## src/rtl/rftm_pkg.sv

```systemverilog
// Shared types, widths and constants of the rise/fall time meter.
`timescale 1ns / 1ps
package rftm_pkg;

  localparam int SAMPLE_W   = 16;
  localparam int LEVEL_W    = 16;
  localparam int RATIO_W    = 17;
  localparam int RATE_W     = 27;
  localparam int INDEX_W    = 20;
  localparam int FRAC_W     = 16;
  localparam int COUNT_W    = 20;
  localparam int TOTAL_W    = 40;
  localparam int TIME_W     = 32;
  localparam int STATUS_W   = 2;
  localparam int CFG_IDX_W  = 3;
  localparam int CFG_DATA_W = 32;

  localparam int THR_W  = 36;                  // threshold, 16 fraction bits
  localparam int NUM_W  = THR_W;
  localparam int DEN_W  = SAMPLE_W + 1 + FRAC_W;
  localparam int POS_W  = INDEX_W + FRAC_W + 1; // room for a full fraction on max index
  localparam int NS_W   = 30;
  localparam int HALF_W = TOTAL_W / 2;
  localparam int PROD_W = TOTAL_W + NS_W;
  localparam int DIVD_W = PROD_W - FRAC_W;
  localparam int CSUM_W = COUNT_W + RATE_W;
  localparam int ITER_W = 6;

  localparam int Q_DEPTH = 4;
  localparam int Q_PTR_W = 2;

  localparam logic [RATIO_W-1:0]  ONE_RATIO = RATIO_W'(65536);
  localparam logic [FRAC_W:0]     ONE_FRAC  = {1'b1, {FRAC_W{1'b0}}};
  localparam logic [NS_W-1:0]     NS_SCALE  = NS_W'(1000000000);
  localparam logic [STATUS_W-1:0] STATUS_OK       = 2'd0;
  localparam logic [STATUS_W-1:0] STATUS_NO_EDGES = 2'd1;
  localparam logic [STATUS_W-1:0] STATUS_INVALID  = 2'd2;

  typedef enum logic [CFG_IDX_W-1:0] {
    CFG_LOW_LEVEL, CFG_HIGH_LEVEL, CFG_LOW_RATIO, CFG_HIGH_RATIO, CFG_SAMPLE_RATE
  } cfg_index_t;

  typedef enum logic [1:0] {MODE_IDLE, MODE_RISE, MODE_FALL} edge_mode_t;

  typedef enum logic [2:0] {
    EV_NONE, EV_OPEN_RISE, EV_OPEN_FALL, EV_CLOSE_RISE, EV_CLOSE_FALL
  } event_t;

  typedef enum logic [3:0] {
    B_IDLE, B_PREP, B_FRAC, B_APPLY, B_END, B_MLO, B_MHI, B_MINIT, B_MDIV, B_MDONE, B_OUT
  } back_state_t;

  typedef struct packed {
    logic signed [LEVEL_W-1:0] low_level;
    logic signed [LEVEL_W-1:0] high_level;
    logic [RATIO_W-1:0]        lo_frac;
    logic [RATIO_W-1:0]        hi_frac;
    logic [RATE_W-1:0]         rate;
  } cfg_t;

  // one crossing or frame end request from front to back
  typedef struct packed {
    event_t                  ev;
    logic [INDEX_W-1:0]      idx;
    logic signed [NUM_W-1:0] num;
    logic signed [DEN_W-1:0] den;
    logic                    last;
    logic                    enough;
  } job_t;

endpackage

```

## src/rtl/rftm_fifo.sv

```systemverilog
// Short request queue between front and back.
`timescale 1ns / 1ps
module rftm_fifo (
  input  logic           clk,
  input  logic           rst,
  input  logic           push,
  input  rftm_pkg::job_t push_job,
  output logic           full,
  input  logic           pop,
  output rftm_pkg::job_t pop_job,
  output logic           empty
);

  rftm_pkg::job_t entries [rftm_pkg::Q_DEPTH];
  logic [rftm_pkg::Q_PTR_W-1:0] wr_ptr;
  logic [rftm_pkg::Q_PTR_W-1:0] rd_ptr;
  logic [rftm_pkg::Q_PTR_W:0]   count;

  assign full    = (count == (rftm_pkg::Q_PTR_W + 1)'(rftm_pkg::Q_DEPTH));
  assign empty   = (count == '0);
  assign pop_job = entries[rd_ptr];

  always_ff @(posedge clk) begin
    if (push) begin
      entries[wr_ptr] <= push_job;
    end
  end

  always_ff @(posedge clk) begin
    if (rst) begin
      wr_ptr <= '0;
      rd_ptr <= '0;
      count  <= '0;
    end else begin
      if (push) wr_ptr <= wr_ptr + 1'b1;
      if (pop) rd_ptr <= rd_ptr + 1'b1;
      unique case ({push, pop})
        2'b10:   count <= count + 1'b1;
        2'b01:   count <= count - 1'b1;
        default: count <= count;
      endcase
    end
  end

  a_no_overflow: assert property (@(posedge clk) disable iff (rst) !(push && full))
    else $error("request queue overflow");
  a_no_underflow: assert property (@(posedge clk) disable iff (rst) !(pop && empty))
    else $error("request queue underflow");
  a_count_bound: assert property (@(posedge clk) disable iff (rst)
    count <= (rftm_pkg::Q_PTR_W + 1)'(rftm_pkg::Q_DEPTH))
    else $error("request queue count out of range");

endmodule

```

## config.mk

```make
export PLATFORM = sky130hd
export DESIGN_NAME = rftm_fifo
export DESIGN_NICKNAME = d
export VERILOG_FILES = /design/src/rtl/rftm_pkg.sv /design/src/rtl/rftm_fifo.sv
export SDC_FILE = /design/constraint.sdc
export NUM_CORES = 1
export LEC_CHECK = 0
export ABC_AREA = 1
export BUFFER_PORTS_ARGS = -buffer_cell sky130_fd_sc_hd__buf_2
export CELL_PAD_IN_SITES_DETAIL_PLACEMENT = 0
export CELL_PAD_IN_SITES_GLOBAL_PLACEMENT = 2
export CORE_MARGIN = 1
export CORE_UTILIZATION = 38
export CTS_BUF_LIST = sky130_fd_sc_hd__clkbuf_4 sky130_fd_sc_hd__clkbuf_8
export DETAILED_ROUTE_END_ITERATION = 16
export PLACE_DENSITY = 0.86
export SLEW_MARGIN = 20
export SYNTH_ARGS = -nofsm -noshare
export SYNTH_HDL_FRONTEND = slang
export SYNTH_SLANG_ARGS = --single-unit
```

## constraint.sdc

```tcl
create_clock -name clk -period 3.28 [get_ports clk]
set_input_delay 0.328 -clock clk [delete_from_list [all_inputs] [get_ports clk]]
set_output_delay 0.328 -clock clk [all_outputs]
set_load 0.05 [all_outputs]
```

# Word-level counts from Yosys, hierarchy flattened
# Memories as Yosys holds them, arrays and structs flattened. A register that Yosys moved wholly into a read port is not among the register bits.
# Cells that the tools add are included.
# Widths: inputs -> output; s select.
[op_classes]
n_addsub = 4
n_eq_ne = 3
mux = 5
reduce_logical = 2
[op_table]
columns = ["op", "n"]
rows = [
  ["$pmux 3 s2", 1],
  ["$add 2x1->2 const B", 2],
  ["$mux 2", 2],
  ["$add 3x1->3 const B", 1],
  ["$eq 3x3->1 const B", 1],
  ["$logic_not 3->1", 1],
  ["$sub 3x1->3 const B", 1],
  ["$eq 2x1->1 const B", 1],
  ["$eq 2x2->1 const B", 1],
  ["$mux 1", 2],
  ["$reduce_bool 2->1", 1],
]
[totals]
ff_bits = 7
ramBits = 376
in_bits = 98
output_inout_bits = 96
wordCells = 18
memories = 1
[mem_list]
columns = ["name", "depth", "width", "rd", "rd_clocked_by_memory_dff", "wr", "line", "text"]
rows = [
  ["entries", 4, 94, 1, 1, 1, "rftm_fifo.sv:14", "rftm_pkg::job_t entries [rftm_pkg::Q_DEPTH];"],
]

# Depth between registers and ports, before layout
# Gate-level depths: netlist (run 1).
[logic_depth]
word_depth = 3
depth_mapped = 10

# Worst setup path after synthesis (run 1)
# OpenSTA, ideal clock, no wires.
[synth_timing]
path_type = "register -> register"
startpoint = "reg wr_ptr[0] (netlist name)"
endpoint = "mem entries[2][0] (netlist name), enable pin"
arrival_time_ps = 2405
required_time_ps = 2832
path_slack_ps = 427
stages_incl_launch_ff = 5
path_buffers = 0
synth_period_minus_slack_ps = 2853
path_cell_list = "dfxtp_1 -> inv_1 -> ha_1 -> nand2_1 -> inv_1"
[synth_rtl]
columns = ["element", "line", "text"]
rows = [
  ["start, declared", "rftm_fifo.sv:15", "logic [rftm_pkg::Q_PTR_W-1:0] wr_ptr;"],
  ["start signal, assigned", "rftm_fifo.sv:35", "if (push) wr_ptr <= wr_ptr + 1'b1;"],
  ["end, declared", "rftm_fifo.sv:14", ""],
]
# No word-level cell before the write port.

==> results.md, run 1 <==
* Worst-path fanout max at 188
* DR WL/cell at between 15 and 20 µm
* PwrDens at ~630 mW/mm²
* Total GRT Usage at 16.6%
* GRT overflow at 0
* Hpwl dp at 16,900 µm
* Total chip power at approximately 11 mW
* Synth Flop Type: edfxtp_1
* Internal at ~8.5 mW
* Worst Hold Class: primary input to flip-flop
* Routed WL at 31,700 µm
* Setup violators final at 0
* Die Wd at 196 µm
* Netlist cell types at 21
* Max IR drop VDD at ~0.00045 V
* Synth area leaders: edfxtp_1 (79%), o21ai_0 (5.5%), nor2_1 (5.0%)
* Synthesized area at 0.0143 mm²
* Die area at 0.0385 mm²
* DRC Markers at 0
* Crit path capture type: output port
* Placed inst area at approximately 0.016 mm²
* Final Util at between 40% and 50%
* Logic pwr share at 13.7%
* Ports at 194
* Clock Pin Slew Worst Setup and Hold Paths at 0.06 ns
* Htree depth at 2
* Vias at slightly below 9,000
* Critical R2R Launch: wr_ptr[0]
* Core Region at roughly 0.037 mm²
* RSZ-0062 raised after global routing: false
* Initial antenna violation count at 3
* Inserted Clock Buffers at between 60 and 70
* Vias in the first global route at 8,923
* I/O Buffers at 193
* Final Max Slew Viols at 0
* Worst-skew pair later-pin latency at between 0.6 and 0.7 ns
* Asr flop ratio synth at 0%
* Gate Count Post-Synth at 967
* Nets@finish at 1,379
* Commonest cells in the netlist: edfxtp_1 (376), nor2_1 (191), o21ai_0 (157)
* Clock root buffer: clkbuf_8
* Global-route wire length before repair at between 40,000 and 50,000 µm
* # hold bufs at CTS at between 90 and 100
* Largest net degree at the start of global routing at 189
* Hold Startpoint: push
* Starting Density at 38.9%
* Synthesized area per cell at 14.8 µm²
* Post-CTS resize count at 0
* Final Hold Fails at 0
* Sw frac at 26.2%
* Setup TNS at 0 ns
* Routability Congestion at 0.697
* Design Area, Final at 0.0181 mm²
* Standard-cell rows at 70
* YS warnings at 0
* CTS tree: built
* Fin crit share at 85.9%
* # clock sinks at 385
* Post-DRT Antenna Nets at 0
* 1st-iter DRT viols at between 300 and 400
* Deepest clock path buffer count at 3
* Share of cells above drive strength 1 at between 20% and 30%
* P_sw at 3.01 mW
* Worst Setup Path Type: flip-flop to output port
* Drt pass-1 iters at 4
* Worst endpoint required time at between 2 and 3 ns
* Die height at 196 µm
* Fmax at 355 MHz
* Worst Path Arrival at 2.49 ns
* Post-synth EDFFs at about 380
* Sequential area share after synthesis at 80.0%
* Post-CTS Setup Bufs at 0
* Share of the synthesized area in the top cell type at 78.7%
* Filler cells at 3,175
* Min Tclk post-route at 2.82 ns
* Synthesis-to-layout area growth at 26.2%
* Yosys reg bits at approximately 390
* Final clock skew at 0.0134 ns
* Worst setup SP type: flip-flop
* Status: completed
* MaxCap Viol Count at 0
* Syn nets at ~1,100
* Worst-Margin Slew at 0.872 ns
* Clock Power Share at between 30% and 40%
* Area leader, netlist: edfxtp_1
* Via density at 4.84
* Static leakage at between 6 and 7 nW
* Top-count cell post-synth: edfxtp_1
* Seq pwr share at 49.4%
* Slew headroom at 41.9%
[layout make-up]
cell class	count	area [µm²]	area share (%)
antenna	2	5.00	0.0276
sequential	385	11500	63.4
inverter	18	83.8	0.463
clock buffer	86	1050	5.81
multi-input combinational	503	2440	13.5
timing repair buffer	306	2170	12.0
tap	504	631	3.48
clock inverter	25	241	1.33
[per-layer routing]
metal	track usage (%)	routed length, µm
met5	0	11
met4	6.02	642
met3	4.47	1780
met2	27.9	15500
met1	20.5	13800
[layout by cell type, fill, tap and decap left out]
| cell type | instances |
|---|---|
| edfxtp_1 | 376 |
| buf_2 | 193 |
| nor2_1 | 191 |
| o21ai_0 | 157 |
| dlygate4sd3_1 | 96 |
| o22ai_1 | 94 |
| clkbuf_8 | 65 |
| o21ai_1 | 37 |
| clkbuf_4 | 21 |
| inv_1 | 12 |
| clkinv_1 | 12 |
| nand2_1 | 9 |
| buf_12 | 9 |
| clkinv_2 | 7 |
| dfxtp_1 | 7 |
| buf_4 | 7 |
| a21oi_1 | 5 |
| ha_1 | 5 |
| bufinv_16 | 5 |
| inv_4 | 4 |
| diode_2 | 2 |
| nor3_1 | 2 |
| dfxtp_4 | 2 |
| inv_6 | 1 |
| nand3_1 | 1 |
| nand4_1 | 1 |
| fa_1 | 1 |
| clkinvlp_4 | 1 |
| clkinv_4 | 1 |
| buf_6 | 1 |
[registers in the layout, indices dropped and copies added, names as in the netlist, named ones only]
name / count
wr_ptr: 2
count: 3
entries: 376
rd_ptr: 2
[worst max-delay path: stages (launching register included)]
cell	delay (ns)
dfxtp_4	0.38
buf_12	0.52
o21ai_0	0.20
o22ai_1	0.29
buf_2	0.32
[kinds of logic (layout without fill, tap and decap cells)]
group / after synthesis / in the layout / share of synthesized area [%]
buffers and inverters: 79 / 435 / 3.04
adder cells (fa/ha/maj): 6 / 6 / 0.576
other: 0 / 2 / 0
flip-flops: 385 / 385 / 80.0
AO/OA/AOI/OAI: 293 / 293 / 11.0
AND/OR/NAND/NOR: 204 / 204 / 5.38
[path summary, 6_finish.rpt]
| kind | depth (start not counted) | slack (ns) | to |
|---|---|---|---|
| max | 4 | 0.46 | pop_job[13] |
| min | 3 | 0.09 | wr_ptr[0] |
| max reg2reg | 4 | 1.41 | entries[3][76] |
| min reg2reg | 1 | 0.44 | flip-flop |
[stage by stage]
stage / worst slack [ns] / hold WS, ns / cells
3_3_place_gp: 0.929 / 0.422 / 1620
2_1_floorplan: 0.427 / 0.412 / 967
4_1_cts: 0.191 / 0.0156 / 1827
3_5_place_dp: 0.907 / 0.421 / 1620
5_1_grt: 0.282 / 0.0782 / 1829
6_report: 0.463 / 0.0858 / 1829
[power by group through the flow]
stage	registers (mW)	clock network [mW]	logic, mW
6_report	5.67	4.24	1.57
5_1_grt	5.68	4.57	1.68
4_1_cts	5.67	4.37	1.59
3_5_place_dp	5.77	0	1.49
3_3_place_gp	5.76	0	1.48
2_1_floorplan	5.78	0	1.05
No activity file was read; power rests on OpenSTA's default activity.
==> inputs of run 2 (changes only) <==
--- a/config.mk
+++ b/config.mk
@@ -13,7 +13,7 @@
 export CORE_UTILIZATION = 38
 export CTS_BUF_LIST = sky130_fd_sc_hd__clkbuf_4 sky130_fd_sc_hd__clkbuf_8
 export DETAILED_ROUTE_END_ITERATION = 16
-export PLACE_DENSITY = 0.86
+export PLACE_DENSITY = 0.76
 export SLEW_MARGIN = 20
 export SYNTH_ARGS = -nofsm -noshare
 export SYNTH_HDL_FRONTEND = slang
==> constraint.sdc (replaced) <==
create_clock -name clk -period 3.28 [get_ports clk]
set_input_delay 0.656 -clock clk [delete_from_list [all_inputs] [get_ports clk]]
set_output_delay 0.656 -clock clk [all_outputs]
set_load 0.05 [all_outputs]
==> results.md, run 2 (synthesis gave the netlist of run 1 again) <==
* Fin worst setup slack at 0.270 ns
* PwrDens at roughly 660 mW/mm²
* Final Max Slew Viols at 0
* Setup violators final at 0
* Vias at 8,616
* DR WL/cell at 18.6 µm
* Worst-Margin Slew at about 0.67 ns
* Fmax at 332 MHz
* # clock sinks at 385
* Static leakage at 6.03 nW
* MaxCap Viol Count at 0
* Worst setup SP type: flip-flop
* Critical-path top delay cell: dfxtp_4
* Via density at 4.93
* I/O Buffers at 193
* Die height at between 150 and 200 µm
* Top flop regs: entries: 376 flops, count: 3 flops
* WP buf/inv at 3
* Status: completed
* CP max stage delay at 0.65 ns
* Filler cells at between 3,000 and 4,000
* Htree depth at 3
* Clock Pin Slew Worst Setup and Hold Paths at 0.06 ns
* Hpwl dp at between 15,000 and 20,000 µm
* Initial antenna violation count at 8
* Standard-cell rows at 70
* CTS tree: built
* Max IR drop VDD at 0.000391 V
* Crit path capture type: output port
* Largest net degree at the start of global routing at between 80 and 90
* 1st-iter DRT viols at 324
* Global-route wire length before repair at 48,900 µm
* Post-CTS Setup Bufs at 0
* Most common cell after layout, fill and taps aside: edfxtp_1
* Worst hold margin at around 0.28 ns
* Most frequent cells in the layout: edfxtp_1 (376), buf_2 (193), nor2_1 (191)
* Starting Density at 38.9%
* Reg with most FFs: entries
* Crit-path cells: buf_12 > buf_4 > o21ai_0 > o22ai_1 > buf_2
* Ports at 194
* Number of flip-flops in the largest register at roughly 380
* Deepest clock path buffer count at 3
* Fin crit share at 91.8%
* Slew headroom at a little under three fifths
* Share of cells above drive strength 1 at 26.4%
* RSZ-0062 raised after global routing: false
* Worst Path Arrival at 2.35 ns
* Synthesis-to-layout area growth at 20.0%
* Core Region at 0.0369 mm²
* Place WS at 0.821 ns
* Post-DRT Antenna Nets at 0
* Nets@finish at approximately 1,300
* Die area at 0.0385 mm²
* Worst Setup Path Type: flip-flop to output port
* Clock root buffer: clkbuf_8
* # hold bufs at CTS at 0
* Vias in the first global route at 8,526
* Total GRT Usage at 17.0%
* Worst Hold Class: primary input to flip-flop
* CP delay by family, top: buffers and inverters
* DRC Markers at 0
* Inserted Clock Buffers at 66
* Final Hold Fails at 0
* Routability Congestion at 0.715
* Die Wd at 196 µm
* GRT overflow at 0
* Setup TNS at 0 ns
* Worst-skew pair later-pin latency at 0.59 ns
* Routed WL at 32,400 µm
* Post-CTS resize count at 0
* Worst endpoint required time at 2.62 ns
* Worst-path fanout max at 43
* Final clock skew at 0.0131 ns
* Drt pass-1 iters at 6
* Min Tclk post-route at about 3 ns
[run 2: changes by cell type in the layout (fill, tap and decap cells not counted), sizes merged, moves of 4 or more]
cell,delta
clkbuf,+6
dlygate4sd3,-96
bufinv,-4
diode,+4
buf,+6
[run 2: worst reg2reg max path, delay by kind of cell (launching register included)]
kind	cells	cell delay, ns
buf+inv	3	0.83
fa+ha+maj	1	0.16
flops	1	0.32
simple gates	1	0.08
[run 2: layout make-up]
class | count | area [µm²] | area share (%)
sequential | 385 | 11500 | 66.7
multi-input combinational | 503 | 2440 | 14.2
timing repair buffer | 216 | 1300 | 7.56
clock buffer | 92 | 1130 | 6.59
tap | 504 | 631 | 3.66
clock inverter | 23 | 130 | 0.756
inverter | 18 | 83.8 | 0.487
antenna | 6 | 15.0 | 0.0872
[run 2: final timing paths]
kind	to	start	depth (start not counted)	slack, ns
worst max-delay path	pop_job[80]	flip-flop	5	0.27
worst min-delay path	entries[3][26]	push_job[26]	1	0.28
worst max register to register	entries[2][16]	wr_ptr[0]	5	1.52
worst min register to register	flip-flop	rd_ptr[1]	1	0.43
[run 2: per-stage QoR]
step	instance area, µm²	utilization [%]	instances	power, mW
global placement	15900	43.2	1626	7.28
detailed placement	15900	43.2	1626	7.30
floorplan	14300	-	967	6.83
global route	17200	46.6	1742	11.8
finish	17200	46.7	1747	11.3
CTS	17200	46.6	1741	11.5
[run 2: per-layer routing]
metal	global-route usage, %	part of all wire [%]	vias to the layer above
met3	5.60	7.3	46
met1	22.2	45	4188
li1	-	-	4120
met5	0	0.14	-
met4	6.13	1.6	8
met2	26.4	46	254
[run 2: report_power, final]
group | leakage [nW] | switching, mW | internal, mW
Combinational | 1.83 | 1.15 | 0.338
Clock | 0.672 | 1.83 | 2.31
Sequential | 3.53 | 0.0596 | 5.62
