--- config.mk ---
export PLATFORM = sky130hd
export DESIGN_NAME = rftm_front_flat
export DESIGN_NICKNAME = d
export VERILOG_FILES = /design/src/rtl/rftm_pkg.sv /design/src/rtl/rftm_sample_if.sv /design/src/rtl/rftm_front.sv /design/src/flat_wrapper.sv
export SDC_FILE = /design/constraint.sdc
export NUM_CORES = 2
export LEC_CHECK = 0
export BUFFER_PORTS_ARGS = -buffer_cell sky130_fd_sc_hd__clkbuf_2
export CAP_MARGIN = 0
export CELL_PAD_IN_SITES_DETAIL_PLACEMENT = 1
export CELL_PAD_IN_SITES_GLOBAL_PLACEMENT = 2
export CORE_ASPECT_RATIO = 1.5
export CORE_MARGIN = 3
export CORE_UTILIZATION = 32
export DETAILED_ROUTE_END_ITERATION = 12
export PLACE_DENSITY = 0.8
export SLEW_MARGIN = 10
export SYNTH_ARGS = -nofsm -noshare
export SYNTH_HDL_FRONTEND = slang
export SYNTH_SLANG_ARGS = --single-unit
--- constraint.sdc ---
create_clock -name clk -period 18.7 [get_ports clk]
set_clock_uncertainty 0.2 [all_clocks]
set_input_delay 0 -clock clk [delete_from_list [all_inputs] [get_ports clk]]
set_output_delay 0 -clock clk [all_outputs]
set_load 0.03 [all_outputs]
--- src/rtl/rftm_pkg.sv ---
// Shared types, widths and constants of the rise/fall time meter.
`timescale 1ns / 1ps
package rftm_pkg;

  localparam int SAMPLE_W   = 16;
  localparam int LEVEL_W    = 16;
  localparam int RATIO_W    = 17;
  localparam int RATE_W     = 27;
  localparam int INDEX_W    = 20;
  localparam int FRAC_W     = 16;
  localparam int COUNT_W    = 20;
  localparam int TOTAL_W    = 40;
  localparam int TIME_W     = 32;
  localparam int STATUS_W   = 2;
  localparam int CFG_IDX_W  = 3;
  localparam int CFG_DATA_W = 32;

  localparam int THR_W  = 36;                  // threshold, 16 fraction bits
  localparam int NUM_W  = THR_W;
  localparam int DEN_W  = SAMPLE_W + 1 + FRAC_W;
  localparam int POS_W  = INDEX_W + FRAC_W + 1; // room for a full fraction on max index
  localparam int NS_W   = 30;
  localparam int HALF_W = TOTAL_W / 2;
  localparam int PROD_W = TOTAL_W + NS_W;
  localparam int DIVD_W = PROD_W - FRAC_W;
  localparam int CSUM_W = COUNT_W + RATE_W;
  localparam int ITER_W = 6;

  localparam int Q_DEPTH = 4;
  localparam int Q_PTR_W = 2;

  localparam logic [RATIO_W-1:0]  ONE_RATIO = RATIO_W'(65536);
  localparam logic [FRAC_W:0]     ONE_FRAC  = {1'b1, {FRAC_W{1'b0}}};
  localparam logic [NS_W-1:0]     NS_SCALE  = NS_W'(1000000000);
  localparam logic [STATUS_W-1:0] STATUS_OK       = 2'd0;
  localparam logic [STATUS_W-1:0] STATUS_NO_EDGES = 2'd1;
  localparam logic [STATUS_W-1:0] STATUS_INVALID  = 2'd2;

  typedef enum logic [CFG_IDX_W-1:0] {
    CFG_LOW_LEVEL, CFG_HIGH_LEVEL, CFG_LOW_RATIO, CFG_HIGH_RATIO, CFG_SAMPLE_RATE
  } cfg_index_t;

  typedef enum logic [1:0] {MODE_IDLE, MODE_RISE, MODE_FALL} edge_mode_t;

  typedef enum logic [2:0] {
    EV_NONE, EV_OPEN_RISE, EV_OPEN_FALL, EV_CLOSE_RISE, EV_CLOSE_FALL
  } event_t;

  typedef enum logic [3:0] {
    B_IDLE, B_PREP, B_FRAC, B_APPLY, B_END, B_MLO, B_MHI, B_MINIT, B_MDIV, B_MDONE, B_OUT
  } back_state_t;

  typedef struct packed {
    logic signed [LEVEL_W-1:0] low_level;
    logic signed [LEVEL_W-1:0] high_level;
    logic [RATIO_W-1:0]        lo_frac;
    logic [RATIO_W-1:0]        hi_frac;
    logic [RATE_W-1:0]         rate;
  } cfg_t;

  // one crossing or frame end request from front to back
  typedef struct packed {
    event_t                  ev;
    logic [INDEX_W-1:0]      idx;
    logic signed [NUM_W-1:0] num;
    logic signed [DEN_W-1:0] den;
    logic                    last;
    logic                    enough;
  } job_t;

endpackage

--- src/rtl/rftm_sample_if.sv ---
// Sample stream channel.
`timescale 1ns / 1ps
interface rftm_sample_if;
  logic                                 valid;
  logic                                 ready;
  logic signed [rftm_pkg::SAMPLE_W-1:0] sample;
  logic                                 last;
  modport source (output valid, output sample, output last, input ready);
  modport sink (input valid, input sample, input last, output ready);
endinterface

--- src/rtl/rftm_front.sv ---
// Front end: thresholds, crossing detection and edge mode tracking.
`timescale 1ns / 1ps
module rftm_front (
  input  logic              clk,
  input  logic              rst,
  rftm_sample_if.sink       samples,
  input  rftm_pkg::cfg_t    cfg,
  input  logic              cfg_wr,
  output logic              push,
  output rftm_pkg::job_t    push_job,
  input  logic              full
);

  rftm_pkg::edge_mode_t mode, mode_next;
  logic signed [rftm_pkg::SAMPLE_W-1:0] prev;
  logic [rftm_pkg::INDEX_W-1:0] index, index_inc;
  logic signed [rftm_pkg::THR_W-1:0] thr_lo, thr_hi, thr_lo_next, thr_hi_next, base;
  logic hold;

  logic signed [rftm_pkg::LEVEL_W:0] span;
  logic signed [2*rftm_pkg::LEVEL_W+2:0] lo_prod, hi_prod;
  logic signed [rftm_pkg::THR_W-1:0] a, b, thr_sel;
  logic accept;
  rftm_pkg::event_t ev;

  // thresholds are registered so the multiply ends on a flop
  assign span = $signed({cfg.high_level[rftm_pkg::LEVEL_W-1], cfg.high_level})
              - $signed({cfg.low_level[rftm_pkg::LEVEL_W-1], cfg.low_level});
  assign lo_prod = $signed({1'b0, cfg.lo_frac}) * span;
  assign hi_prod = $signed({1'b0, cfg.hi_frac}) * span;
  assign base = $signed({{4{cfg.low_level[rftm_pkg::LEVEL_W-1]}}, cfg.low_level,
                         {rftm_pkg::FRAC_W{1'b0}}});
  assign thr_lo_next = base + $signed({lo_prod[2*rftm_pkg::LEVEL_W+2], lo_prod});
  assign thr_hi_next = base + $signed({hi_prod[2*rftm_pkg::LEVEL_W+2], hi_prod});

  assign samples.ready = !full && !hold;
  assign accept = samples.valid && samples.ready;

  assign a = $signed({{4{prev[rftm_pkg::SAMPLE_W-1]}}, prev, {rftm_pkg::FRAC_W{1'b0}}});
  assign b = $signed({{4{samples.sample[rftm_pkg::SAMPLE_W-1]}}, samples.sample,
                      {rftm_pkg::FRAC_W{1'b0}}});
  assign index_inc = (index == '1) ? index : index + 1'b1;

  always_comb begin
    ev = rftm_pkg::EV_NONE;
    mode_next = mode;
    thr_sel = thr_lo;
    if (index != '0) begin
      unique case (mode)
        rftm_pkg::MODE_RISE: begin
          thr_sel = thr_hi;
          if (a < thr_hi && b >= thr_hi) begin
            ev = rftm_pkg::EV_CLOSE_RISE;
            mode_next = rftm_pkg::MODE_IDLE;
          end
        end
        rftm_pkg::MODE_FALL: begin
          if (a > thr_lo && b <= thr_lo) begin
            ev = rftm_pkg::EV_CLOSE_FALL;
            mode_next = rftm_pkg::MODE_IDLE;
          end
        end
        default: begin
          if (a < thr_lo && b >= thr_lo) begin
            ev = rftm_pkg::EV_OPEN_RISE;
            mode_next = rftm_pkg::MODE_RISE;
          end else if (a > thr_hi && b <= thr_hi) begin
            thr_sel = thr_hi;
            ev = rftm_pkg::EV_OPEN_FALL;
            mode_next = rftm_pkg::MODE_FALL;
          end
        end
      endcase
    end
    if (samples.last) mode_next = rftm_pkg::MODE_IDLE;
  end

  assign push = accept && (ev != rftm_pkg::EV_NONE || samples.last);
  assign push_job.ev     = ev;
  assign push_job.idx    = index - 1'b1;
  assign push_job.num    = thr_sel - a;
  assign push_job.den    = $signed({samples.sample[rftm_pkg::SAMPLE_W-1], samples.sample,
                                    {rftm_pkg::FRAC_W{1'b0}}})
                         - $signed({prev[rftm_pkg::SAMPLE_W-1], prev,
                                    {rftm_pkg::FRAC_W{1'b0}}});
  assign push_job.last   = samples.last;
  assign push_job.enough = (index_inc > rftm_pkg::INDEX_W'(1));

  always_ff @(posedge clk) begin
    thr_lo <= thr_lo_next;
    thr_hi <= thr_hi_next;
  end

  always_ff @(posedge clk) begin
    if (rst) begin
      mode  <= rftm_pkg::MODE_IDLE;
      prev  <= '0;
      index <= '0;
      hold  <= 1'b1;
    end else begin
      // thresholds are registered, so they lag a register write
      hold <= cfg_wr;
      if (accept) begin
        mode  <= mode_next;
        prev  <= samples.last ? '0 : samples.sample;
        index <= samples.last ? '0 : index_inc;
      end
    end
  end

endmodule

--- src/flat_wrapper.sv ---
// flat-port wrapper written by rule: the top's interface ports become plain ports
module rftm_front_flat 
  (clk, rst, cfg, cfg_wr, push, push_job, full, samples_valid, samples_sample, samples_last, samples_ready);
  rftm_sample_if samples_i ();
  input  logic clk;
  input  logic rst;
  input  rftm_pkg::cfg_t cfg;
  input  logic cfg_wr;
  output logic push;
  output rftm_pkg::job_t push_job;
  input  logic full;
  input wire logic [$bits(samples_i.valid)-1:0] samples_valid;
  input wire logic [$bits(samples_i.sample)-1:0] samples_sample;
  input wire logic [$bits(samples_i.last)-1:0] samples_last;
  output wire logic [$bits(samples_i.ready)-1:0] samples_ready;
  assign samples_i.valid = samples_valid;
  assign samples_i.sample = samples_sample;
  assign samples_i.last = samples_last;
  assign samples_ready = samples_i.ready;
  rftm_front u_core (.clk(clk), .rst(rst), .samples(samples_i), .cfg(cfg), .cfg_wr(cfg_wr), .push(push), .push_job(push_job), .full(full));
endmodule
After elaboration in Yosys (flattened, before gate mapping). Index checks and enable logic that the tools add are counted.

Input port bits: 115. Output and inout bits: 96. Register bits after elaboration: 111. Logic and storage cells: 64.

$mul: 2. $add $sub $neg: 7. Eq/ne operators: 5. Magnitude comparators: 9. Reduce and logical (&&, ||, !) cells: 15. Muxes and demuxes: 20.

Operator list (number): $mux W36 (3); $add A32 B35 Y36 (2); $ge A32 B36 Y1 (2); $gt A32 B36 Y1 (2); $le A32 B36 Y1 (2); $lt A32 B36 Y1 (2); $pmux W36 S2 (1); $mul A18 B17 Y35 (2); $mux W20 (2); $sub A36 B32 Y36 (1); $sub A32 B32 Y33 (1); $add A20 B1 Y20 const B (1); $eq A20 B20 Y1 const B (1); $gt A20 B1 Y1 const B (1); $reduce_bool A20 Y1 (1); $sub A20 B1 Y20 const B (1); $sub A16 B16 Y17 (1); $mux W16 (1); $mux W2 (8); $mux W3 (3); $logic_and A1 B1 Y1 (7); $ne A3 B2 Y1 const B (2); $pmux W3 S2 (1); $reduce_and A5 Y1 (1); other kinds (8) (9).

Longest topological paths before layout.
Depth after elaboration: 9. Gate-level depth with buffers: 36. Depth with buffers taken out: 35.

Worst setup path before layout. OpenSTA, ideal clock, no wires.

Path type: input port to flip-flop. Start: in cfg[61] (netlist bit). End: reg u_core.thr_lo[35] (netlist bit). Arrival time: 7.578 ns. Path buffers: 1. Setup time: 0.121 ns. Stages: 35. Data required time: 18.379 ns. Path slack: 10.800 ns. Cells stage by stage: inv_1 ha_1 fa_1 nor2b_1 o21ai_1 a21boi_1 o21ai_1 a21boi_1 o2111ai_1 nor2b_1 xnor2_1 clkbuf_1 nand2_1 fa_1 inv_1 fa_1 inv_1 fa_1 inv_1 fa_1 fa_1 inv_1 fa_1 inv_1 ha_1 nand3_1 a211oi_1 o41ai_1 a311oi_2 o21ai_1 a211o_1 a31oi_2 a211oi_2 a31oi_1 xnor2_1.

Word-level cells in the longest chain between the ends: 3.

Ends and longest elaborated chain: from (decl) (line flat_wrapper.sv:7) `input rftm_pkg::cfg_t cfg;`; $sub A16 B16 Y17 (line rftm_front.sv:28) `- $signed({cfg.low_level[rftm_pkg::LEVEL_W-1], cfg.low_level});`; $mul A18 B17 Y35 (line rftm_front.sv:29) `assign lo_prod = $signed({1'b0, cfg.lo_frac}) * span;`; $add A32 B35 Y36 (line rftm_front.sv:33) `assign thr_lo_next = base + $signed({lo_prod[2*rftm_pkg::LEVEL_W+2], lo_prod});`; via u_core.thr_lo_next (one bit) (line rftm_front.sv:17) `logic signed [rftm_pkg::THR_W-1:0] thr_lo, thr_hi, thr_lo_next, thr_hi_next, base;`; to (signal assigned) (line rftm_front.sv:90) `thr_lo <= thr_lo_next;`; to (decl) (line rftm_front.sv:17).

The timed path passes the listed nets, and every way through them passes these cells. A chain may end at the register's enable or synchronous reset.

Worst setup path after layout.
Start: in cfg[77] (netlist bit). End: reg u_core.thr_lo[33] (netlist bit).

Word-level cells in the longest chain between the ends: 3.

Ends and longest elaborated chain (line): $sub A16 B16 Y17 (rftm_front.sv:28); $mul A18 B17 Y35 (rftm_front.sv:29); $add A32 B35 Y36 * (rftm_front.sv:33); via u_core.thr_lo_next (one bit) (rftm_front.sv:17).

Mark *: on every way through the listed nets, which the timed path passes. The rest lies on a longest branch.

==> impl_metrics.csv <==
group,metric,value,unit
sta,setup_tns,0,ns
detailed_routing,avgRoutedWirePerCell,18.90,µm
sta,timing.fmax,112.0,MHz
yosys,ys_ff_latch,111,
critical_path,cp_top_family,"adder cells",
detailed_routing,firstDrtPassIters,5,
critical_path,crit_fanout,34,
detailed_routing,route.detailed.drc,0,
yosys,ys_types,87,
sta,drv_slew,0,
clock_network,clk_pin_slew_worst_paths,0.08,ns
finish,drive_gt1_share,7.098,%
floorplan,die_w,256.3,µm
detailed_routing,vias_per_cell,4.933,
detailed_routing,via_count,24390,
grt,grt-ovfl-total,0,
critical_path,worst_path_max_delay_cell,"fa_1",
grt,grt_max_degree,40,
finish,final_nets,4705,
grt,grt_pass1_vias,27150,
critical_path,startpoint_type,"input port",
clock_network,cts_resized,0,
sta,setup_viol,0,
finish,fill_cells,11170,
sta,setup_ws,9.773,ns
detailed_routing,wl_met2,49.30,mm
yosys,yosys_warnings,0,
clock_network,cts_buffers,9,
sta,relSlewSlack,33.47,%
sta,fin_crit,8.927,ns
clock_network,h-tree-depth,3,
critical_path,cpMostUsedCell,"fa_1",
sta,rsz0062_at_grt,"no",
sta,final.period_utilization,47.74,%
detailed_routing,wl_met3,3.287,mm
floorplan,die_h,381.5,µm
detailed_routing,top_layer,"met4",
detailed_routing,route.layer.met1.wl,38.04,mm
yosys,synth-edff-count,0,
critical_path,cp.required,18.77,ns
placed_design,place_congestion,0.8596,
critical_path,cpPeakStageDelay,0.56,ns
yosys,syn_area,30070,µm²
clock_network,cts_setup_buffers,0,
detailed_routing,wirelength,93.45,mm
grt,grt_pass1_wl,148.3,mm
critical_path,path_buf_inv,7,
floorplan,start_util,32.31,%
critical_path,end_kind,"flop",
placed_design,dp_slack,9.327,ns
worst_hold_path,holdCritPathClass,"input port to flop",
job,maxCapViolCount,0,
finish,synthToLayoutAreaGrowth,8.412,%
grt,antenna_found_initial,3,
yosys,async_reset_ff_share,0,%
yosys,synth_cells,3605,
detailed_routing,drt_iter0_markers,897,
clock_network,clkLatencyLatePin,0.37,ns
detailed_routing,ant_nets,0,
clock_network,cts.sinks,111,
yosys,synth_ff_type,"dfxtp_1",
outcome,outcome,"finished clean",
critical_path,rrSetupSlack,14.91,ns
sta,hold_viol,0,
grt,grt_usage,19.29,%
floorplan,ios,211,
yosys,synth-seq-area-share,7.389,%
floorplan,coreArea,93080,µm²
placed_design,dp_hpwl,76.62,mm
floorplan,row_count,137,
critical_path,crit_arrival,8.99,ns
clock_network,postCtsHoldBufs,17,
finish,finalInstanceArea,32600,µm²
floorplan,dieArea,97770,µm²
sta,worst_slew_pin_slew,0.9728,ns
yosys,syn_area_per_cell,8.342,µm²
clock_network,clockBufferDepth,2,
placed_design,io_buffers,167,
placed_design,dpl_cell_area,32130,µm²
clock_network,cts_tree,"built",
critical_path,critPathKind,"input port to flop",
clock_network,cts-root-buf,"clkbuf_16",
[per-stage QoR]
| stage | hold slack (ns) | utilization (%) | cells |
|---|---|---|---|
| global placement | -0.01301 | 34.51 | 4909 |
| floorplan | -0.09619 | - | 3620 |
| finish | 0.01351 | 35.03 | 4944 |
| global route | 0.05839 | 35.02 | 4942 |
| CTS | 0.003373 | 35.02 | 4942 |
| detailed placement | -0.006520 | 34.51 | 4909 |
[routing by layer]
layer | global-route usage, % | vias up
met5 | 0 | -
met4 | 5.653 | 0
met3 | 1.612 | 130
met2 | 37.35 | 475
met1 | 22.40 | 12440
li1 | - | 11340
[worst paths after layout]
| path | startpoint | endpoint | cells past startpoint |
|---|---|---|---|
| setup / recovery | cfg[77] | u_core.thr_lo[33] | 35 |
| hold / removal | samples_valid | u_core.prev[3] | 5 |
| setup reg to reg | u_core.thr_hi[35] | u_core.mode[0] | 12 |
| hold reg to reg | u_core.mode[1] | u_core.mode[1] | 2 |
[area by class of cell]
class	instances	area [µm²]	share of cell area, %
Antenna cell	2	5.005	0.01535
Clock inverter	7	77.57	0.2379
Inverter	793	2977	9.130
Tap cell	1251	1565	4.801
Timing Repair Buffer	207	1179	3.615
Multi-Input combinational cell	2564	24350	74.69
Sequential cell	111	2222	6.816
Clock buffer	9	225.2	0.6908
[cell usage in the layout (no fill, tap or decap), types with 7 or more instances in the layout]
master / netlist / layout
inv_1: 793 / 793
a22o_1: 16 / 16
nand3_1: 35 / 35
and2_1: 173 / 173
xnor2_1: 83 / 77
buf_4: 21 / 23
a21oi_1: 182 / 182
conb_1: 1 / 16
o21a_1: 12 / 12
nand4_1: 25 / 25
a221o_1: 10 / 10
a211oi_1: 9 / 9
nor3_1: 40 / 40
and3_1: 12 / 12
dfxtp_1: 111 / 111
o21ai_1: 20 / 19
xor2_1: 40 / 39
nor2_1: 142 / 137
nand2_1: 443 / 443
nor2b_1: 82 / 82
fa_1: 491 / 491
nor4_1: 21 / 21
o211ai_1: 10 / 10
a31oi_1: 14 / 14
dlygate4sd3_1: 0 / 17
or2_1: 7 / 7
o21ai_0: 71 / 71
clkbuf_16: 0 / 9
nand3b_1: 19 / 19
or2_2: 12 / 12
a21o_1: 25 / 25
o21bai_1: 14 / 14
clkbuf_2: 0 / 167
or3_1: 10 / 10
ha_1: 413 / 413
nand2b_1: 12 / 12
a22oi_1: 8 / 8
[cells in the mapped netlist (25+ instances only)]
cell type	count	share of area, %
a21o_1	25	0.62
a21oi_1	182	3.0
and2_1	173	3.6
clkbuf_1	117	1.5
dfxtp_1	111	7.4
fa_1	491	33
ha_1	413	17
inv_1	793	9.9
nand2_1	443	5.5
nand3_1	35	0.58
nand4_1	25	0.52
nor2_1	142	1.8
nor2b_1	82	1.7
nor3_1	40	0.67
o21ai_0	71	1.2
xnor2_1	83	2.4
xor2_1	40	1.2
[worst reg2reg max path, stage by stage (launching register included)]
cell and delay, ns:
dfxtp_1 0.35, inv_1 0.10, ha_1 0.45, nand4_1 0.23
nor4_1 0.80, a21oi_1 0.17, o211ai_2 0.19, mux2_1 0.37
a221oi_1 0.26, o21ai_1 0.14, a21oi_1 0.21, o21ai_1 0.09
a21oi_1 0.15
[kinds of logic (layout without fill, tap and decap cells)]
group / count (synthesis) / count (layout) / share of synthesized area, %
AO/OA/AOI/OAI: 460 / 460 / 9.681
multiplexers: 4 / 4 / 0.1415
other: 1 / 18 / 0.01247
AND/OR/NAND/NOR: 1057 / 1057 / 17.19
buffers and inverters: 945 / 1016 / 12.14
flip-flops: 111 / 111 / 7.389
XOR/XNOR: 123 / 123 / 3.582
adder cells (fa/ha/maj): 904 / 904 / 49.87
[state kept, by name (all words and copies together) (netlist names)]
signal	cells
u_core.thr_hi	36
u_core.hold	1
u_core.index	20
u_core.prev	16
u_core.thr_lo	36
u_core.mode	2
Power is not shown: default switching activity piles up to over one toggle a cycle in this logic, so the estimate is an artifact.
